<file path="config.mk">
export PLATFORM = sky130hd
export DESIGN_NAME = priority_queue_selective_extract_unit
export DESIGN_NICKNAME = d
export VERILOG_FILES = /design/src/hdl/pqse_pkg.sv /design/src/hdl/pqse_cell.sv /design/src/hdl/priority_queue_selective_extract_unit.sv
export SDC_FILE = /design/constraint.sdc
export NUM_CORES = 1
export LEC_CHECK = 0
export BUFFER_PORTS_ARGS = -buffer_cell sky130_fd_sc_hd__buf_2
export CORE_MARGIN = 2
export CORE_UTILIZATION = 30
export DETAILED_ROUTE_END_ITERATION = 6
export PLACE_DENSITY_LB_ADDON = 0.1
export SYNTH_ARGS = -nofsm -noshare
export SYNTH_HDL_FRONTEND = slang
export SYNTH_SLANG_ARGS = --single-unit
</file>
<file path="constraint.sdc">
create_clock -name clk_i -period 4.4 [get_ports clk_i]
set_input_delay 1.1 -clock clk_i [delete_from_list [all_inputs] [get_ports clk_i]]
set_output_delay 1.1 -clock clk_i [all_outputs]
set_load 0.03 [all_outputs]
</file>
<file path="src/hdl/pqse_pkg.sv">
// Shared types and constants for the selective-extract priority queue.
`timescale 1ns / 1ps
package pqse_pkg;

  localparam int unsigned DefDepth       = 16;
  localparam int unsigned DefPayloadBits = 16;
  localparam int unsigned PrioW          = 8;
  localparam int unsigned FieldPayW      = 16;

  typedef enum logic [1:0] {
    OP_PUSH      = 2'd0,
    OP_POP_FRONT = 2'd1,
    OP_POP_EXACT = 2'd2,
    OP_POP_LE    = 2'd3
  } mode_e;

  typedef enum logic [1:0] {
    ST_OK      = 2'd0,
    ST_EMPTY   = 2'd1,
    ST_NOMATCH = 2'd2,
    ST_FULL    = 2'd3
  } status_e;

  typedef struct packed {
    mode_e                  mode;
    logic [FieldPayW-1:0]   payload;
    logic [PrioW-1:0]       prio;
  } pqse_in_t;

  typedef struct packed {
    status_e                status;
    logic [FieldPayW-1:0]   out_payload;
    logic [PrioW-1:0]       out_prio;
  } pqse_res_t;

  // Broadcast to every cell in the row.
  typedef struct packed {
    logic                   push_en;
    logic                   pop_en;
    mode_e                  mode;
    logic [PrioW-1:0]       prio;
  } pqse_cmd_t;

  // Contents of one cell as seen by its neighbors.
  typedef struct packed {
    logic                   valid;
    logic [PrioW-1:0]       prio;
  } pqse_link_t;

  // Extraction scan that ripples from the front of the row to the back.
  typedef struct packed {
    logic                   found;
    logic [PrioW-1:0]       prio;
  } pqse_scan_t;

endpackage

</file>
<file path="src/hdl/pqse_cell.sv">
// One slot of the sorted row: holds an entry, shifts on insert and removal.
`timescale 1ns / 1ps
module pqse_cell #(
  parameter int unsigned PAYLOAD_BITS = pqse_pkg::DefPayloadBits
) (
  input  logic                     clk_i,
  input  logic                     rst_ni,
  input  pqse_pkg::pqse_cmd_t      cmd_i,
  input  logic [PAYLOAD_BITS-1:0]  new_pay_i,
  // neighbor toward the front
  input  pqse_pkg::pqse_link_t     prev_i,
  input  logic [PAYLOAD_BITS-1:0]  prev_pay_i,
  input  logic                     prev_gt_i,
  // neighbor toward the back
  input  pqse_pkg::pqse_link_t     next_i,
  input  logic [PAYLOAD_BITS-1:0]  next_pay_i,
  // own contents
  output pqse_pkg::pqse_link_t     link_o,
  output logic [PAYLOAD_BITS-1:0]  pay_o,
  output logic                     gt_o,
  // extraction scan
  input  pqse_pkg::pqse_scan_t     scan_i,
  input  logic [PAYLOAD_BITS-1:0]  scan_pay_i,
  output pqse_pkg::pqse_scan_t     scan_o,
  output logic [PAYLOAD_BITS-1:0]  scan_pay_o
);
  import pqse_pkg::*;

  logic                    valid_q, valid_d;
  logic [PrioW-1:0]        prio_q, prio_d;
  logic [PAYLOAD_BITS-1:0] pay_q, pay_d;
  logic                    hit;
  logic                    rm;

  // Empty slots count as "greater", so the first such slot is the insert point.
  assign gt_o = !valid_q || (prio_q > cmd_i.prio);

  always_comb begin
    case (cmd_i.mode)
      OP_POP_FRONT: hit = valid_q;
      OP_POP_EXACT: hit = valid_q && (prio_q == cmd_i.prio);
      OP_POP_LE:    hit = valid_q && (prio_q <= cmd_i.prio);
      default:      hit = 1'b0;
    endcase
  end

  assign rm = scan_i.found || hit;

  always_comb begin
    scan_o.found = rm;
    if (scan_i.found) begin
      scan_o.prio = scan_i.prio;
      scan_pay_o  = scan_pay_i;
    end else if (hit) begin
      scan_o.prio = prio_q;
      scan_pay_o  = pay_q;
    end else begin
      scan_o.prio = '0;
      scan_pay_o  = '0;
    end
  end

  always_comb begin
    valid_d = valid_q;
    prio_d  = prio_q;
    pay_d   = pay_q;
    if (cmd_i.push_en && gt_o) begin
      if (prev_gt_i) begin
        valid_d = prev_i.valid;
        prio_d  = prev_i.prio;
        pay_d   = prev_pay_i;
      end else begin
        valid_d = 1'b1;
        prio_d  = cmd_i.prio;
        pay_d   = new_pay_i;
      end
    end else if (cmd_i.pop_en && rm) begin
      valid_d = next_i.valid;
      prio_d  = next_i.prio;
      pay_d   = next_pay_i;
    end
  end

  always_ff @(posedge clk_i or negedge rst_ni) begin
    if (!rst_ni) begin
      valid_q <= 1'b0;
    end else begin
      valid_q <= valid_d;
    end
  end

  always_ff @(posedge clk_i) begin
    prio_q <= prio_d;
    pay_q  <= pay_d;
  end

  assign link_o.valid = valid_q;
  assign link_o.prio  = prio_q;
  assign pay_o        = pay_q;

endmodule

</file>
<file path="src/hdl/priority_queue_selective_extract_unit.sv">
// Top level: sorted priority queue built as a row of shifting cells.
`timescale 1ns / 1ps
// Takes one operation per clock: busy is never raised, and each accepted
// operation produces exactly one result on res_o with done_o high for one
// cycle, the cycle after start was seen. Push, pop front, pop exact priority
// and pop at-or-below threshold all take the same path: the compare in every
// cell plus the first-hit scan that ripples through the DEPTH cells. No reset
// sweep: the cells' valid bits clear at once.
// Results cannot be held off, so the receiver must take done_o every cycle.
module priority_queue_selective_extract_unit #(
  parameter int unsigned DEPTH        = pqse_pkg::DefDepth,
  parameter int unsigned PAYLOAD_BITS = pqse_pkg::DefPayloadBits
) (
  input  logic                 clk_i,
  input  logic                 rst_ni,
  input  logic                 start,
  output logic                 busy,
  input  pqse_pkg::pqse_in_t   in_i,
  output logic                 done_o,
  output pqse_pkg::pqse_res_t  res_o
);
  import pqse_pkg::*;

  logic                    accept;
  logic                    full;
  logic                    empty;
  pqse_cmd_t               cmd;
  logic [PAYLOAD_BITS-1:0] new_pay;

  pqse_link_t              link   [DEPTH];
  logic [PAYLOAD_BITS-1:0] pay    [DEPTH];
  logic                    gt     [DEPTH];
  pqse_scan_t              scan   [DEPTH+1];
  logic [PAYLOAD_BITS-1:0] scan_p [DEPTH+1];
  logic [DEPTH-1:0]        valid_vec;

  logic                    done_q;
  pqse_res_t               res_q, res_d;

  assign busy    = 1'b0;
  assign accept  = start && !busy;
  assign full    = link[DEPTH-1].valid;
  assign empty   = !link[0].valid;
  assign new_pay = PAYLOAD_BITS'(in_i.payload);

  assign cmd.push_en = accept && (in_i.mode == OP_PUSH) && !full;
  assign cmd.pop_en  = accept && (in_i.mode != OP_PUSH);
  assign cmd.mode    = in_i.mode;
  assign cmd.prio    = in_i.prio;

  assign scan[0]   = '0;
  assign scan_p[0] = '0;

  for (genvar i = 0; i < DEPTH; i++) begin : g_cell
    pqse_link_t              prev_l, next_l;
    logic [PAYLOAD_BITS-1:0] prev_p, next_p;
    logic                    prev_gt;

    if (i == 0) begin : g_front
      assign prev_l  = '0;
      assign prev_p  = '0;
      assign prev_gt = 1'b0;
    end else begin : g_mid
      assign prev_l  = link[i-1];
      assign prev_p  = pay[i-1];
      assign prev_gt = gt[i-1];
    end

    if (i == DEPTH - 1) begin : g_back
      assign next_l = '0;
      assign next_p = '0;
    end else begin : g_body
      assign next_l = link[i+1];
      assign next_p = pay[i+1];
    end

    pqse_cell #(
      .PAYLOAD_BITS(PAYLOAD_BITS)
    ) u_cell (
      .clk_i      (clk_i),
      .rst_ni     (rst_ni),
      .cmd_i      (cmd),
      .new_pay_i  (new_pay),
      .prev_i     (prev_l),
      .prev_pay_i (prev_p),
      .prev_gt_i  (prev_gt),
      .next_i     (next_l),
      .next_pay_i (next_p),
      .link_o     (link[i]),
      .pay_o      (pay[i]),
      .gt_o       (gt[i]),
      .scan_i     (scan[i]),
      .scan_pay_i (scan_p[i]),
      .scan_o     (scan[i+1]),
      .scan_pay_o (scan_p[i+1])
    );

    assign valid_vec[i] = link[i].valid;
  end

  always_comb begin
    res_d = '0;
    if (in_i.mode == OP_PUSH) begin
      res_d.status = full ? ST_FULL : ST_OK;
    end else if (empty) begin
      res_d.status = ST_EMPTY;
    end else if (!scan[DEPTH].found) begin
      res_d.status = ST_NOMATCH;
    end else begin
      res_d.status      = ST_OK;
      res_d.out_payload = FieldPayW'(scan_p[DEPTH]);
      res_d.out_prio    = scan[DEPTH].prio;
    end
  end

  always_ff @(posedge clk_i or negedge rst_ni) begin
    if (!rst_ni) begin
      done_q <= 1'b0;
    end else begin
      done_q <= accept;
    end
  end

  always_ff @(posedge clk_i) begin
    if (accept) begin
      res_q <= res_d;
    end
  end

  assign done_o = done_q;
  assign res_o  = res_q;

`ifndef SYNTHESIS
  // Every accepted transaction yields a result in the next cycle.
  a_one_result: assert property (@(posedge clk_i) disable iff (!rst_ni)
    accept |=> done_o)
    else $error("accepted transaction produced no result");

  // Occupied cells always form a contiguous run from the front.
  a_packed_row: assert property (@(posedge clk_i) disable iff (!rst_ni)
    ((valid_vec + DEPTH'(1)) & valid_vec) == '0)
    else $error("gap in occupied cells");

  // A push into a full row is refused and leaves the row full.
  a_full_push: assert property (@(posedge clk_i) disable iff (!rst_ni)
    (accept && (in_i.mode == OP_PUSH) && full) |=>
      (res_o.status == ST_FULL) && full)
    else $error("push into full queue not rejected");

  // A successful pop frees exactly one cell.
  a_pop_one: assert property (@(posedge clk_i) disable iff (!rst_ni)
    (cmd.pop_en && scan[DEPTH].found) |=>
      ($countones(valid_vec) + 1 == $countones($past(valid_vec))))
    else $error("pop did not remove exactly one entry");
`endif

endmodule
</file>
Word-level counts from Yosys, hierarchy flattened
Index checks and enable logic that the tools add are counted.

storage, ports and cells
  output and inout port bits = 28
  flip-flop bits (word level) = 427
  logic and storage cells = 459

operators by class
  bitwise operators = 2
  equal/unequal tests = 19
  multiplexer cells = 221
  order comparisons = 32
  reductions and logical operators = 133

operators with widths
  kind                  count
  $mux W16              77
  $mux W8               77
  $eq A8 B8 Y1          16
  $gt A8 B8 Y1          16
  $le A8 B8 Y1          16
  $logic_and A1 B1 Y1   67
  $pmux W1 S3           16
  $mux W1               47
  $reduce_bool A2 Y1    17
  $logic_or A1 B1 Y1    31
  $logic_not A1 Y1      16
  $mux W2               4
  $eq A2 B2 Y1 const B  2
  $reduce_or A3 Y1      1
  $eq A2 B1 Y1 const B  1
  $logic_not A2 Y1      1
  $not A1 Y1            2

Longest topological paths before layout
  depth after elaboration = 21
  depth in mapped cells = 17
  gate-level depth less buffers = 11

By module
From an unflattened synthesis, not the netlist that was laid out.

unflattened totals
  cells, all modules = 2,783
  area total of the unflattened synthesis = 33,850.0 um^2

by module, submodules not included
  module                                 area an instance (um^2)  cells each  times used
  pqse_cell (g_cell[14].u_cell ...)      2,048.2                  170         11
  pqse_cell (g_cell[0].u_cell ...)       2,043.2                  170         5
  priority_queue_selective_extract_unit  1,103.6                  63          1

Worst setup path before layout
Ideal clock, no wire load.

  kind = input port to flip-flop
  start = in in_i[1] (netlist bit)
  end = reg g_cell[3].u_cell.pay_q[0], enable pin
  data arrival time = 5,404 ps
  path buffers = 3
  stages = 11
  library setup time = 438 ps
  setup slack = -1,443 ps
  cells stage by stage = inv_1 -> clkbuf_1 -> ha_1 -> nor2b_1 -> o211ai_1 -> a21oi_1 -> o31ai_1 -> buf_2 -> nor4_4 -> buf_2 -> o21ai_0

on the way
  longest elaborated chain between the ends = 8
  elaborated cells on any way between the ends = 28
  classes of those cells = order compare (5); eq/ne (4); mux (4); reduce/logical (15)

RTL lines
  element                                       RTL line                                     source
  from (decl)                                   priority_queue_selective_extract_unit.sv:18  input pqse_pkg::pqse_in_t in_i,
  $le A8 B8 Y1 or $eq A8 B8 Y1 (tied branches)  pqse_cell.sv:42, pqse_cell.sv:41
  $logic_and A1 B1 Y1 (on tied branches)        pqse_cell.sv:42, pqse_cell.sv:41
  $pmux W1 S3                                   pqse_cell.sv:39                              case (cmd_i.mode)
  $logic_or A1 B1 Y1 (3 in a row)               pqse_cell.sv:47                              assign rm = scan_i.found || hit;
  $logic_and A1 B1 Y1                           pqse_cell.sv:77                              end else if (cmd_i.pop_en && rm) begin
  $reduce_bool A2 Y1 (no source line) *         n/a
  to (signal assigned)                          pqse_cell.sv:94                              pay_q <= pay_d;
  to (decl)                                     pqse_cell.sv:31                              logic [PAYLOAD_BITS-1:0] pay_q, pay_d;

Every way passes the cells marked *; elsewhere a longest branch is shown, timed or not.
A chain may end at the register's enable or synchronous reset.

Worst setup path after layout
  start = in in_i[1] (netlist bit)
  end = reg res_q (netlist bit res_o[8]), data pin

on the way
  longest elaborated chain between the ends = 20
  elaborated cells on any way between the ends = 127
  classes of those cells = order compare (16); eq/ne (16); mux (46); bitwise (1); reduce/logical (48)

RTL lines
  element                                                RTL line                                      source
  branches (longest 20 deep; another with $le A8 B8 Y1)  n/a
  to (signal assigned)                                   priority_queue_selective_extract_unit.sv:126  res_q <= res_d;
  to (decl)                                              priority_queue_selective_extract_unit.sv:38   pqse_res_t res_q, res_d;

Several ways; the timed one is not identified.

==> flow_summary.ini <==
[clocking]
cts_tree = built
cts_hold_buf = 0
cts.htree.levels = 2
cts-buffers-inserted = 54
cts_post_setup_buffers_inserted = 0
cts_buffer_depth = 3
cts_sinks = 427
cts_root_buffer = clkbuf_16
clkTransAtPathRegs_ns = 0.06
clkLatencyLatePin_ns = 0.66

[placement]
dpl.cell_count = 4256
dp_slack_ns = -0.8335
dp_hpwl_microns = 86950
gp_congestion = 0.8983
io_buffers = 55
placed_area_sq_mm = 0.03174

[logic_synthesis]
synth_edf_count = 410
synthSimpleGateAreaFrac = 0.1359
synth_cell_types = 86
synth.area.mux_share = 0.1111
synth_top_family_by_area = compound AO/OA/AOI/OAI gates
synth_area_per_cell_sq_um = 9.504
synth_common_cells = nor2_1 (499), a21oi_1 (485), edfxtp_1 (410)
yosys.area_share.adder = 0.05785
syn_inst = 2913
yosysMostFrequentCell = nor2_1
synthTopCellsByArea = edfxtp_1 (44%), mux2i_1 (10%), a21oi_1 (8.8%), nor2_1 (6.8%), ha_1 (5.8%)
syn-num-nets = 3070
ys_ff_latch = 427
netlist.top_cell.by_area = edfxtp_1
synth_top_area_frac = 0.4447
yosysWarnings = 0
synth_top_flop_cell = edfxtp_1
synth_xor_area_frac = 0
ys_seq_area_frac = 0.4601
synth_compound_gate_area_share = 0.1948
synthArstFlopShare = 0.03981
syn-cell-area_sq_mm = 0.02768

[floorplan]
core_sq_mm = 0.09152
io-pin-count = 57
fp.dieH_microns = 307.8
start_util = 0.3025
std_cell_rows = 111
die_area_sq_mm = 0.09473
dieWidth_microns = 307.8

[cells_and_area]
fin_nets = 3283
drive_gt1_frac = 0.1785
design_area_sq_mm = 0.03374
fin_cells = 4357
antenna_cells = 0
area_growth_syn_to_layout_pct = 21.88

[routing]
dr_wl_met2_microns = 52000
wl_per_cell_microns = 26.00
via_per_inst = 5.556
via_count = 24208
dr.max_layer_used = met5
drt_iter0_markers = 2148
antenna_left = 0
wl_met3_microns = 5765
wl_microns = 113300
wl_met1_microns = 52390
drc = 0
drt-pass1-iter-count = 5

[critical_path]
worstPathRequired_ns = 4.75
crit_fanout = 11
reg2reg_to = res_o[8]
rr_startpoint = g_cell[3].u_cell.prio_q[1]
worst_setup_path_end_kind = flop
worstSetupPathType = in2reg
start_kind = input port
r2r_cells = 14
r2r_slack_ns = 0.35
crit_arrival_ns = 4.65

[timing]
setup-violations-final = 0
fin_skew_ns = 0.02918
clock.fmax_mhz = 232.5
final_max_slew_viol_count = 0
fin_crit_sh = 0.9773
finalHoldViolations = 0
tightest_slew_ns = 1.087
layout_min_cycle_time_ns = 4.300
fin_ws_ns = 0.09980
slew_headroom = 0.2690
rsz0062_at_grt = no

[global_route]
antenna_found_initial = 3
grt_max_degree = 51
grt-ovfl-total = 0
grt_pass1_wl_microns = 167400
grt_pass1_vias = 24505
grt_util_all_layers = 0.2369

[power_and_ir_drop]
cellPowerDensity_mw_per_mm2 = 681.6
power_leakage_nw = 13.82
peakVddDrop_v = 0.0003969

[flow_run]
cap_violations = 0

[status]
status = finished clean

[worst_hold_path]
hold_class = in2async
## sequential cells by signal (all words and copies together) (netlist names)
signal and cells:
done_o 1, g_cell.u_cell.valid_q 16, res_o 26, g_cell.u_cell.prio_q 128
g_cell.u_cell.pay_o 256
## how the worst max path moves through the flow
stage / from / endpoint / slack, ns / cells past startpoint
4_1_cts: in_i[1] / res_o[12] / 0.07 / 15
2_1_floorplan: in_i[3] / g_cell[14].u_cell.pay_o[0] / 0.05 / 14
6_report: in_i[1] / res_o[8] / 0.1 / 16
3_5_place_dp: in_i[1] / res_o[18] / -0.83 / 15
3_3_place_gp: in_i[1] / res_o[18] / -0.84 / 15
5_1_grt: in_i[2] / res_o[8] / 0.03 / 16
## routing by layer
metal | vias to the layer above | track usage
met5 | - | 0
met4 | 2 | 0.06489
met3 | 144 | 0.03069
met2 | 697 | 0.3842
met1 | 12073 | 0.3305
li1 | 11292 | -
## cells by family (layout without fill, tap and decap cells)
group	after synthesis	after routing
other	1	1
adders and majority gates	128	128
muxes	304	304
AOI/OAI and AO/OA	902	902
DFF	427	427
and+or+nand+nor	880	880
buffers and inverters	271	529
## area by class of cell
| class | count | area [sq um] |
|---|---|---|
| inverter | 45 | 168.9 |
| sequential | 427 | 12740 |
| tap | 1186 | 1484 |
| clock buffer | 63 | 1406 |
| fill | 9110 | 57780 |
| multi-input combinational | 2215 | 14080 |
| timing repair buffer | 383 | 3288 |
| clock inverter | 38 | 575.6 |
## worst max-delay path, cell delays in order
cell	delay, ns
buf_2	0.11
inv_1	0.17
ha_1	0.37
nand2b_1	0.06
a21oi_1	0.23
buf_4	0.16
and4bb_1	0.22
o21ai_1	0.38
and3_1	0.36
and3_1	0.19
buf_4	0.17
a21oi_2	0.08
buf_12	0.16
buf_4	0.16
a32oi_1	0.53
o21ai_1	0.16
## where the power goes
group / switching [mW] / internal [mW]
clock: 1.98 / 3.06
combinational: 6.25 / 4.31
sequential: 1.31 / 6.08
## repair_timing
action | CTS | global route
resized for setup | 1 | 4
pin swaps | 0 | 0
endpoints found under the setup margin | 1 | 3
## cell usage in the layout, fill, tap and decap left out, drive strengths merged, types with 6 or more instances in the layout
cell,Yosys,layout
a221oi,19,19
o22ai,30,30
a31oi,18,18
nand4,35,35
o211ai,25,25
nand2,191,191
or2,14,14
a32oi,12,12
a211o,8,8
a221o,8,8
a22oi,8,8
a32o,9,9
nor2b,15,15
a21oi,486,486
a22o,6,6
a211oi,12,12
and3,10,10
mux2,26,26
a21o,15,15
o21a,16,16
edfxtp,410,410
nor3,48,48
nand3,25,25
mux2i,278,278
inv,45,45
buf,46,383
bufinv,0,13
o21ai,151,151
nand2b,9,9
and2,19,19
clkinv,0,21
dfrtp,17,17
clkbuf,180,63
ha,128,128
nor2,500,500
o221ai,12,12
o31ai,14,14
## through the flow
step	utilization	setup TNS (ns)	hold WS [ns]	power (mW)
floorplan	-	0	0.5189	12.80
global placement	0.3467	-25.44	0.5397	17.84
detailed placement	0.3467	-40.88	0.5500	17.95
CTS	0.3684	0	0.4701	23.07
global route	0.3687	0	0.4958	24.26
finish	0.3687	0	0.4717	23.00
Power figures use the tool's default switching activity.
